===== config.mk =====
export PLATFORM = sky130hd
export DESIGN_NAME = client_slot_admission_table_flat
export DESIGN_NICKNAME = d
export VERILOG_FILES = /design/src/hdl/csat_pkg.sv /design/src/hdl/csat_if.sv /design/src/hdl/csat_cell.sv /design/src/hdl/csat_chain.sv /design/src/hdl/client_slot_admission_table.sv /design/src/flat_wrapper.sv
export SDC_FILE = /design/constraint.sdc
export NUM_CORES = 1
export LEC_CHECK = 0
export BUFFER_PORTS_ARGS = -buffer_cell sky130_fd_sc_hd__buf_2
export CORE_MARGIN = 2
export CORE_UTILIZATION = 55
export CTS_CLUSTER_SIZE = 16
export DETAILED_ROUTE_END_ITERATION = 12
export PLACE_DENSITY = 0.76
export SYNTH_ARGS = -nofsm -noshare
export SYNTH_HDL_FRONTEND = slang
export SYNTH_SLANG_ARGS = --single-unit

===== constraint.sdc =====
create_clock -name clk_i -period 3 [get_ports clk_i]
set_clock_uncertainty 0.15 [all_clocks]
set_input_delay 0.15 -clock clk_i [delete_from_list [all_inputs] [get_ports clk_i]]
set_output_delay 0.15 -clock clk_i [all_outputs]
set_load 0.05 [all_outputs]

===== src/hdl/csat_pkg.sv =====
// Package for the client slot admission table.
// Holds the message field codes, reply codes and the token type that
// travels along the row of slot cells. No dependencies.
package csat_pkg;

  // Header bit positions and field codes.
  localparam int unsigned SrvFlagBit = 3;
  localparam int unsigned IdW        = 4;

  localparam logic [1:0] KIND_REQUEST = 2'd0;
  localparam logic [1:0] KIND_REPLY   = 2'd1;
  localparam logic [1:0] KIND_DATA    = 2'd2;
  localparam logic [1:0] KIND_TERM    = 2'd3;

  // Reply codes placed in the header byte.
  localparam logic [7:0] RPL_CLAIM_OK   = 8'h09;
  localparam logic [7:0] RPL_CLAIM_FULL = 8'h08;
  localparam logic [3:0] RPL_DATA_HIT   = 4'hD;
  localparam logic [3:0] RPL_DATA_MISS  = 4'hC;

  // Reset value of the server number register.
  localparam logic [7:0] SERVER_RESET = 8'd2;

  // Operation carried by a token through the slot cells.
  typedef enum logic [1:0] {
    OP_CLAIM   = 2'd0,
    OP_HOLDS   = 2'd1,
    OP_RELEASE = 2'd2
  } op_e;

  typedef struct packed {
    logic           active;
    op_e            op;
    logic [IdW-1:0] id;
    logic           found;
  } tok_t;

endpackage


===== src/hdl/csat_if.sv =====
// Handshake interfaces for the message input and the result output.
// Depends on nothing but the valid/ready convention of the project.
interface csat_in_if;
  logic       valid;
  logic       ready;
  logic [7:0] header_byte;
  logic [7:0] target_byte;

  modport source (output valid, header_byte, target_byte, input ready);
  modport sink (input valid, header_byte, target_byte, output ready);
endinterface

interface csat_out_if;
  logic       valid;
  logic       ready;
  logic       action;
  logic [7:0] out_header;
  logic [7:0] out_target;

  modport source (output valid, action, out_header, out_target, input ready);
  modport sink (input valid, action, out_header, out_target, output ready);
endinterface


===== src/hdl/csat_cell.sv =====
// One slot of the admission table: a valid bit and a client id.
// Acts on the passing token and hands it on from a register in the next cycle; uses csat_pkg.
module csat_cell (
  input  logic          clk_i,
  input  logic          rst_ni,
  input  csat_pkg::tok_t tok_i,
  output csat_pkg::tok_t tok_o
);
  import csat_pkg::*;

  logic           valid_q, valid_d;
  logic [IdW-1:0] id_q, id_d;
  tok_t           tok_q, tok_d;
  logic           match;

  assign match = valid_q && (id_q == tok_i.id);

  // Act on the token if no earlier slot has already served it.
  always_comb begin
    valid_d = valid_q;
    id_d    = id_q;
    tok_d   = tok_i;
    if (tok_i.active && !tok_i.found) begin
      unique case (tok_i.op)
        OP_CLAIM: begin
          if (!valid_q || id_q == tok_i.id) begin
            valid_d     = 1'b1;
            id_d        = tok_i.id;
            tok_d.found = 1'b1;
          end
        end
        OP_HOLDS: begin
          if (match) begin
            tok_d.found = 1'b1;
          end
        end
        OP_RELEASE: begin
          if (match) begin
            valid_d     = 1'b0;
            id_d        = '0;
            tok_d.found = 1'b1;
          end
        end
        default: begin
          tok_d = tok_i;
        end
      endcase
    end
  end

  // Slot state and token stage.
  always_ff @(posedge clk_i or negedge rst_ni) begin
    if (!rst_ni) begin
      valid_q <= 1'b0;
      id_q    <= '0;
      tok_q   <= '0;
    end else begin
      valid_q <= valid_d;
      id_q    <= id_d;
      tok_q   <= tok_d;
    end
  end

  assign tok_o = tok_q;

endmodule


===== src/hdl/csat_chain.sv =====
// Row of slot cells, slot 0 first, that a token walks one cell a cycle.
// Uses csat_pkg and csat_cell.
module csat_chain #(
  parameter int unsigned SLOTS = 8
) (
  input  logic           clk_i,
  input  logic           rst_ni,
  input  csat_pkg::tok_t tok_i,
  output csat_pkg::tok_t tok_o
);
  import csat_pkg::*;

  tok_t link [SLOTS+1];

  assign link[0] = tok_i;

  // One cell per slot, each feeding the next.
  for (genvar k = 0; k < SLOTS; k++) begin : g_cell
    csat_cell u_cell (
      .clk_i  (clk_i),
      .rst_ni (rst_ni),
      .tok_i  (link[k]),
      .tok_o  (link[k+1])
    );
  end

  assign tok_o = link[SLOTS];

endmodule


===== src/hdl/client_slot_admission_table.sv =====
// Top level of the client slot admission table: decode, APB register,
// result register and the row of slot cells. Uses csat_pkg, csat_if, csat_chain.
//
//  Channel   Direction  Contents
//  in_i      sink       header_byte, target_byte
//  out_o     source     action, out_header, out_target
//  apb       slave      server_number at byte address 0
//
// A message not for this server is passed back through the result register;
// a reply-kind message for this server is dropped. A request, data or
// termination message walks the slot row, one cell a cycle; when it leaves
// the last slot, busy clears and a request or data message has its reply
// registered, and only then can the next message be taken.
// Reset empties every slot and sets server_number to 2.
// A waiting result stalls only the next input, never a walk in progress.
module client_slot_admission_table #(
  parameter int unsigned SLOTS = 8
) (
  input  logic        clk_i,
  input  logic        rst_ni,
  csat_in_if.sink     in_i,
  csat_out_if.source  out_o,
  input  logic        psel,
  input  logic        penable,
  input  logic        pwrite,
  input  logic [2:0]  paddr,
  input  logic [31:0] pwdata,
  output logic [31:0] prdata,
  output logic        pready
);
  import csat_pkg::*;

  logic [7:0] server_q;
  logic       busy_q, busy_d;
  logic       out_valid_q, out_valid_d;
  logic       action_q, action_d;
  logic [7:0] hdr_q, hdr_d;
  logic [7:0] tgt_q, tgt_d;

  logic       in_acc;
  logic       for_us;
  logic [1:0] kind;
  tok_t       tok_in, tok_out;

  // Configuration register.
  assign pready = 1'b1;
  assign prdata = paddr[2] ? 32'd0 : {24'd0, server_q};

  always_ff @(posedge clk_i or negedge rst_ni) begin
    if (!rst_ni) begin
      server_q <= SERVER_RESET;
    end else if (psel && penable && pwrite && !paddr[2]) begin
      server_q <= pwdata[7:0];
    end
  end

  // Input decode.
  assign in_i.ready = !busy_q && (!out_valid_q || out_o.ready);
  assign in_acc     = in_i.valid && in_i.ready;
  assign for_us     = in_i.header_byte[SrvFlagBit] && (in_i.target_byte == server_q);
  assign kind       = in_i.header_byte[2:1];

  // Token launched into slot 0.
  always_comb begin
    tok_in.active = in_acc && for_us && (kind != KIND_REPLY);
    tok_in.id     = in_i.header_byte[7:4];
    tok_in.found  = 1'b0;
    unique case (kind)
      KIND_REQUEST: tok_in.op = OP_CLAIM;
      KIND_DATA:    tok_in.op = OP_HOLDS;
      KIND_TERM:    tok_in.op = OP_RELEASE;
      default:      tok_in.op = OP_HOLDS;
    endcase
  end

  csat_chain #(
    .SLOTS (SLOTS)
  ) u_chain (
    .clk_i  (clk_i),
    .rst_ni (rst_ni),
    .tok_i  (tok_in),
    .tok_o  (tok_out)
  );

  // Busy from launch until the token leaves the last slot.
  always_comb begin
    busy_d = busy_q;
    if (tok_in.active) begin
      busy_d = 1'b1;
    end else if (tok_out.active) begin
      busy_d = 1'b0;
    end
  end

  // Result register: a pass-back transaction or the reply from a claim or data walk.
  always_comb begin
    out_valid_d = out_valid_q && !out_o.ready;
    action_d    = action_q;
    hdr_d       = hdr_q;
    tgt_d       = tgt_q;
    if (in_acc && !for_us) begin
      out_valid_d = 1'b1;
      action_d    = 1'b0;
      hdr_d       = in_i.header_byte;
      tgt_d       = in_i.target_byte;
    end else if (tok_out.active && tok_out.op == OP_CLAIM) begin
      out_valid_d = 1'b1;
      action_d    = 1'b1;
      hdr_d       = tok_out.found ? RPL_CLAIM_OK : RPL_CLAIM_FULL;
      tgt_d       = 8'd0;
    end else if (tok_out.active && tok_out.op == OP_HOLDS) begin
      out_valid_d = 1'b1;
      action_d    = 1'b1;
      hdr_d       = {tok_out.id, tok_out.found ? RPL_DATA_HIT : RPL_DATA_MISS};
      tgt_d       = 8'd0;
    end
  end

  always_ff @(posedge clk_i or negedge rst_ni) begin
    if (!rst_ni) begin
      busy_q      <= 1'b0;
      out_valid_q <= 1'b0;
    end else begin
      busy_q      <= busy_d;
      out_valid_q <= out_valid_d;
    end
  end

  always_ff @(posedge clk_i) begin
    action_q <= action_d;
    hdr_q    <= hdr_d;
    tgt_q    <= tgt_d;
  end

  assign out_o.valid      = out_valid_q;
  assign out_o.action     = action_q;
  assign out_o.out_header = hdr_q;
  assign out_o.out_target = tgt_q;

endmodule

===== src/flat_wrapper.sv =====
// flat-port wrapper written by rule: the top's interface ports become plain ports
module client_slot_admission_table_flat import csat_pkg::*;
#(
  parameter int unsigned SLOTS = 8
)
  (clk_i, rst_ni, psel, penable, pwrite, paddr, pwdata, prdata, pready, in_i_valid, in_i_header_byte, in_i_target_byte, in_i_ready, out_o_valid, out_o_action, out_o_out_header, out_o_out_target, out_o_ready);
  csat_in_if in_i_i ();
  csat_out_if out_o_i ();
  input  logic clk_i;
  input  logic rst_ni;
  input  logic psel;
  input  logic penable;
  input  logic pwrite;
  input  logic [2:0] paddr;
  input  logic [31:0] pwdata;
  output logic [31:0] prdata;
  output logic pready;
  input wire logic [$bits(in_i_i.valid)-1:0] in_i_valid;
  input wire logic [$bits(in_i_i.header_byte)-1:0] in_i_header_byte;
  input wire logic [$bits(in_i_i.target_byte)-1:0] in_i_target_byte;
  output wire logic [$bits(in_i_i.ready)-1:0] in_i_ready;
  output wire logic [$bits(out_o_i.valid)-1:0] out_o_valid;
  output wire logic [$bits(out_o_i.action)-1:0] out_o_action;
  output wire logic [$bits(out_o_i.out_header)-1:0] out_o_out_header;
  output wire logic [$bits(out_o_i.out_target)-1:0] out_o_out_target;
  input wire logic [$bits(out_o_i.ready)-1:0] out_o_ready;
  assign in_i_i.valid = in_i_valid;
  assign in_i_i.header_byte = in_i_header_byte;
  assign in_i_i.target_byte = in_i_target_byte;
  assign in_i_ready = in_i_i.ready;
  assign out_o_valid = out_o_i.valid;
  assign out_o_action = out_o_i.action;
  assign out_o_out_header = out_o_i.out_header;
  assign out_o_out_target = out_o_i.out_target;
  assign out_o_i.ready = out_o_ready;
  client_slot_admission_table #(.SLOTS(SLOTS)) u_core (.clk_i(clk_i), .rst_ni(rst_ni), .in_i(in_i_i), .out_o(out_o_i), .psel(psel), .penable(penable), .pwrite(pwrite), .paddr(paddr), .pwdata(pwdata), .prdata(prdata), .pready(pready));
endmodule

==> results of run 1 <==
worst min-delay path by stage:
stage | slack, ns | startpoint | end
after floorplan | -0.30 | rst_ni | u_core.busy_q
after global placement | 0.11 | rst_ni | u_core.u_chain.g_cell[3].u_cell.id_q[3]
after detailed placement | 0.11 | rst_ni | u_core.u_chain.g_cell[3].u_cell.id_q[3]
after CTS | 0.1 | rst_ni | u_core.u_chain.g_cell[3].u_cell.id_q[3]
after global routing | 0.14 | pwrite | u_core.server_q[6]
final | 0.09 | rst_ni | u_core.u_chain.g_cell[3].u_cell.id_q[3]
cell type report:
type | instances | area, µm² | area share
sequential | 131 | 3350 | 0.479
multi-input combinational | 267 | 2050 | 0.293
timing repair buffer | 89 | 611 | 0.0872
tap | 136 | 170 | 0.0243
inverter | 55 | 206 | 0.0295
clock inverter | 12 | 154 | 0.0220
clock buffer | 20 | 457 | 0.0652
layer usage:
metal | up-vias | GRT usage | share of wire
met5 | - | 0 | 0
met4 | 0 | 0.113 | 0.034
met3 | 44 | 0.0632 | 0.046
met2 | 118 | 0.394 | 0.53
met1 | 1894 | 0.266 | 0.39
li1 | 1696 | - | -
worst max-delay path, cell delays in order (launching register included):
cell and delay [ns]:
dfrtp_1 0.42, xor2_1 0.20, nor4_1 0.32, nand4_1 0.20, nand3_1 0.16, buf_4 0.26, nand3_1 0.12, dlygate4sd3_1 0.57
timing repair:
| item | 4_1_cts | 5_1_grt |
|---|---|---|
| hold buffers | 29 | 0 |
| hold endpoints to repair | 96 | 0 |
| setup buffers | 0 | 0 |
| endpoints found under the setup margin | 0 | 0 |
kinds of logic after synthesis:
logic type / share of synthesized area
compound gates: 0.0735
xor+xnor: 0.0475
fa+ha+maj: 0.0525
buf+inv: 0.0704
flops: 0.586
mux: 0.0774
other cells: 0.00131
simple gates: 0.0912
synthesized netlist by cell type (all sizes together) (7+ instances only):
master  number
dfrtp      113
a22o        12
mux2i        9
edfxtp      16
nor2        22
buf         26
inv         55
mux2        30
xor2        25
a31o         7
ha          24
o21ai       17
nand3        8
nor2b       24
flip-flops by register name, indices dropped and copies added, names as in the netlist:
name / cells
u_core.out_o.out_target: 8
u_core.out_o.valid: 1
u_core.busy_q: 1
u_core.out_o.action: 1
u_core.u_chain.g_cell.u_cell.valid_q: 8
u_core.out_o.out_header: 8
u_core.u_chain.g_cell.u_cell.tok_o: 64
u_core.u_chain.g_cell.u_cell.id_q: 32
u_core.server_q: 8
where the power goes:
part	switching [µW]	internal [µW]
Sequential	61.3	1860
Clock	759	1340
Combinational	269	137
metrics by stage:
step,total power (µW),util,hold WS [ns]
2_1_floorplan,2210,-,-0.296
3_3_place_gp,2300,0.596,0.106
3_5_place_dp,2310,0.596,0.106
4_1_cts,4430,0.684,0.0962
5_1_grt,4570,0.684,0.138
6_report,4420,0.684,0.0910
==> key figures, run 1 <==
Status
  • Outcome: completed

Cells and area
  • Commonest non-fill, non-tap cells in the layout: dfrtp_1 (113), buf_2 (57), inv_1 (55)
  • Fin nets: ~640
  • Antenna fix cells: 0
  • Fill cell count: 699
  • Area grow syn2layout: 22.4%
  • Commonest non-fill, non-tap cell in the layout: dfrtp_1
  • Final instance area: 7000 µm²
  • Final non-filler cell total: 710
  • Layout cell share with drive strength beyond 1: 0.235

Synth
  • Synth area leaders: dfrtp_1 (49%), edfxtp_1 (8.4%), ha_1 (5.2%)
  • Netlist cell types: a little over 40
  • Top cell type's share of synthesized area: 0.494
  • Number of flops mapped to enable cells by yosys: 16
  • Syn Inst Count: 457
  • Mean Syn Cell Area: 12.5 µm²
  • Top cell type by total area after synthesis: dfrtp_1
  • Sequential fraction of the synthesis area: 0.586
  • FFs w/ async S/R, synth: 0.870
  • #FFs+latches synth: approximately 130
  • Main synth FF type: dfrtp_1
  • Yosys warning count: 0
  • Post-Syn Area: 5720 µm²

Setup path
  • Register-to-Register Path Depth: 7
  • CP Class: reg -> reg
  • Worst setup path startpoint: u_core.server_q[2]
  • Worst setup endpoint: u_core.out_o.valid
  • Critical Path RT: between 3 and 4 ns
  • Worst R2R Start: u_core.server_q[2]
  • R2r setup slk: 0.48 ns
  • R2R Path End: u_core.out_o.valid
  • CP max FO: 17
  • Critical Path AT: 2.77 ns
  • CP Launch Type: flip-flop
  • Worst setup EP type: flip-flop

Global routing
  • GR Util All Layers: 0.229
  • Vias in the first global route: just over 4,000
  • Largest net degree at the start of global routing: 60
  • Grt ovf: 0
  • Global-route wire length before repair: 19,600 µm
  • Initial antenna violation count: 0

Pwr
  • Peak VDD IR: 0.785 mV
  • Static Leak: about 0.0034 µW
  • Pwr/cell area: 631 nW/µm²

Clocking
  • CTS root buffer: clkbuf_8
  • CTS tree: yes
  • Inserted Clock Buffers: 17
  • Clock Sinks: 131
  • Post-CTS Resized: 0
  • CTS max path bufs: 2
  • CTS H-tree lvls: 4
  • Worst-path clk slew: 0.06 ns
  • Worst skew pair latency: around 0.53 ns

Place
  • DP HPWL: 7360 µm
  • I/O Buffers: 58
  • Place WS: roughly 0.66 ns
  • Placer Congestion: 0.841
  • Inst Count DP: 649
  • Placed Area: 6100 µm²

STA
  • Final Hold Viols: 0
  • FMAX: about 400 MHz
  • Worst-margin pin slew: 0.737 ns
  • Post-route minimum period: between 2 and 3 ns
  • Setup tns final: 0 ns
  • RSZ-0062 raised after global routing: no
  • Final worst slack: 0.478 ns
  • Final period util: 0.841
  • Final slew viol count: 0
  • Final setup fails: 0
  • Slew margin rel.: 0.508

Run
  • Total of max-cap violations: 0

Floorplan
  • Die Wd: 106 µm
  • Initial core utilization: 0.559
  • Die height: 106 µm
  • Die area: between 10,000 and 15,000 µm²
  • Total core area: a little over 10,000 µm²
  • Num rows: 37
  • Io pins: 110

Drt
  • DR pass1 iterations: 4
  • DR DRC count: 0
  • DR iter-0 viols: around 290
  • Via count: 3,752
  • Routed WL per cell: 16.7 µm
  • Total Wirelength: 11,900 µm
  • Post-route ant nets: 0
  • Drt via density: about 5.3

Hold path
  • Worst Hold Class: in -> async
No activity file was read; power rests on OpenSTA's default activity.
==> run 2: changes to the inputs <==
Clock period 3 ns to 2.6 ns, I/O delays scaled along.
==> run 2 against run 1 <==
Count of clock-buffer cells in the layout shrank 2. Sequential share of layout area down 0.10 points. Sequential cell count did not move. Highest routed layer unchanged. Core utilization increased by 0.15 points.
==> key figures, run 2 (same netlist as run 1, synthesis figures left out) <==
Status
  • Outcome: completed

Drt
  • DR pass1 iterations: 4 (unchanged)
  • Routed WL per cell: 15.6 µm (-7.0%)
  • Drt via density: 5.14 (-2.7%)
  • Total Wirelength: 11,100 µm (-6.3%)
  • Post-route ant nets: 0 (unchanged)
  • DR iter-0 viols: 253 (-12%)
  • Via count: 3,677 (-2.0%)
  • DR DRC count: 0 (unchanged)

Cells and area
  • Post-layout util: 0.686 (+0.00147)
  • Commonest non-fill, non-tap cells in the layout: dfrtp_1 (113), buf_2 (57), inv_1 (55)
  • Fill cell count: 664 (-5.0%)
  • Area grow syn2layout: 22.7%
  • Fin nets: 647 (+0.62%)
  • Commonest non-fill, non-tap cell in the layout: dfrtp_1
  • Layout cell share with drive strength beyond 1: 0.244 (+0.00875)
  • Largest register FFs: 64 (unchanged)

Place
  • Place WS: 0.241 ns (-0.422 ns)
  • Placer Congestion: 0.834 (-0.88%)
  • I/O Buffers: 58 (unchanged)
  • DP HPWL: 6980 µm (-5.2%)

STA
  • Final setup fails: 0 (unchanged)
  • FMAX: 401 MHz (+1.0%)
  • Post-route minimum period: 2.50 ns (-0.0262 ns)
  • Final Hold Viols: 0 (unchanged)
  • Slew margin rel.: 0.594 (+0.0859)
  • Hold WS: 0.160 ns (+0.0694 ns)
  • Setup tns final: 0 ns (unchanged)
  • Final worst slack: 0.104 ns (-0.374 ns)
  • Final period util: 0.960 (+0.119)
  • Final slew viol count: 0 (unchanged)
  • RSZ-0062 raised after global routing: no
  • Worst-margin pin slew: 0.608 ns (-0.128 ns)

Run
  • Total of max-cap violations: 0 (unchanged)

Global routing
  • GR Util All Layers: 0.209 (-0.0209)
  • Vias in the first global route: 3,829 (-4.8%)
  • Grt ovf: 0 (unchanged)
  • Largest net degree at the start of global routing: 88 (+47%)
  • Global-route wire length before repair: 18,000 µm (-7.9%)
  • Initial antenna violation count: 1 (+1)

Setup path
  • CP Class: reg -> reg
  • Crit-path cells: xor2_1, nor4_1, nand4_1, or4b_1, mux2_4
  • Crit-path leading delay family: simple AND/OR/NAND/NOR gates
  • CP max FO: 5 (-12)
  • Worst setup EP type: flip-flop
  • Critical Path RT: 2.83 ns (-0.42 ns)
  • CP Buf/Inv Count: 0 (-2)
  • R2r setup slk: 0.10 ns (-0.37 ns)
  • Max incr delay on CP: 0.72 ns (+0.15 ns)
  • Slowest CP cell: or4b_1
  • Critical Path AT: 2.73 ns (-0.04 ns)
  • CP Launch Type: flip-flop

Clocking
  • CTS H-tree lvls: 4 (unchanged)
  • Worst skew pair latency: 0.49 ns (-0.04 ns)
  • Worst-path clk slew: 0.06 ns (about the same)
  • CTS root buffer: clkbuf_8
  • CTS max path bufs: 2 (unchanged)
  • Clock Sinks: 131 (unchanged)
  • Post-CTS Resized: 0 (unchanged)
  • Inserted Clock Buffers: 17 (unchanged)
  • CTS tree: yes

Pwr
  • Clock network power share: 0.461 (-0.013)
  • Sw power: 1260 µW (+16%)
  • Sequential power share: 0.446 (+0.012)
  • Static Leak: 0.00343 µW (+0.57%)
  • Pwr/cell area: 709 nW/µm² (+12%)
  • Int Power: 3710 µW (+11%)
  • Comb pwr share: 0.093 (about the same)
  • Peak VDD IR: 0.633 mV (-19%)
  • Net Sw Frac: 0.254 (+0.00789)

Floorplan
  • Die height: 106 µm (unchanged)
  • Die Wd: 106 µm (unchanged)
  • Num rows: 37 (unchanged)
  • Die area: 11,200 µm² (unchanged)
  • Io pins: 110 (unchanged)
  • Initial core utilization: 0.559 (unchanged)
  • Total core area: 10,200 µm² (unchanged)

Hold path
  • Worst Hold Class: in -> reg
[run 2: changes by cell type in the layout (fill, tap and decap cells not counted), sizes merged]
cell	previous run	this run
buf	60	64
bufinv	3	2
clkbuf	20	18
clkinv	4	5
clkinvlp	4	1
diode	0	1
inv	56	61
[run 2: repair_timing]
item	CTS	global route
setup buffers	0	0
hold endpoints to repair	150	0
hold buffers	30	0
[run 2: area by class of cell]
class                           count  area (µm²)  area share
Antenna cell                        1        2.50    0.000357
Multi-Input combinational cell    267        2050       0.293
Inverter                           55         206      0.0294
Sequential cell                   131        3350       0.478
Clock inverter                     14         150      0.0214
Timing Repair Buffer               93         653      0.0931
Clock buffer                       18         428      0.0610
Tap cell                          136         170      0.0242
[run 2: power groups by stage]
stage / Combinational, µW / Clock (µW) / Sequential, µW
5_1_grt: 505 / 2450 / 2220
3_3_place_gp: 404 / 0 / 2250
4_1_cts: 459 / 2330 / 2220
3_5_place_dp: 415 / 0 / 2250
6_report: 465 / 2290 / 2220
2_1_floorplan: 328 / 0 / 2230
[run 2: worst register-to-register path: cells and delay by family, from the launching register on]
| kind | cells | cell delay [ns] |
|---|---|---|
| flops | 1 | 0.43 |
| mux | 1 | 0.36 |
| simple gates | 3 | 1.26 |
| xor+xnor | 1 | 0.19 |
[run 2: per-layer routing]
| metal | vias to the layer above | GRT usage | part of all wire |
|---|---|---|---|
| met5 | - | 0 | 0 |
| met4 | 0 | 0.0780 | 0.022 |
| met3 | 23 | 0.0595 | 0.039 |
| met2 | 106 | 0.358 | 0.53 |
| met1 | 1831 | 0.251 | 0.41 |
| li1 | 1717 | - | - |
[run 2: metrics by stage]
stage	instances	cell area [µm²]	total power, µW
3_5_place_dp	652	6130	2660
4_1_cts	714	7020	5010
3_3_place_gp	652	6130	2650
5_1_grt	715	7020	5180
6_report	715	7020	4980
2_1_floorplan	480	5810	2550
[run 2: final timing paths]
path	from	to	cells after the start
worst min-delay path	pwrite	u_core.server_q[0]	3
worst max-delay path	u_core.server_q[2]	u_core.u_chain.g_cell[0].u_cell.id_q[0]	5
worst max register to register	u_core.server_q[2]	u_core.u_chain.g_cell[0].u_cell.id_q[0]	5
min in group asynchronous	rst_ni	u_core.u_chain.g_cell[7].u_cell.tok_o[3]	4
worst min register to register	u_core.u_chain.g_cell[3].u_cell.tok_o[7]	u_core.u_chain.g_cell[4].u_cell.tok_o[7]	0
max in group asynchronous	rst_ni	u_core.u_chain.g_cell[3].u_cell.tok_o[7]	4
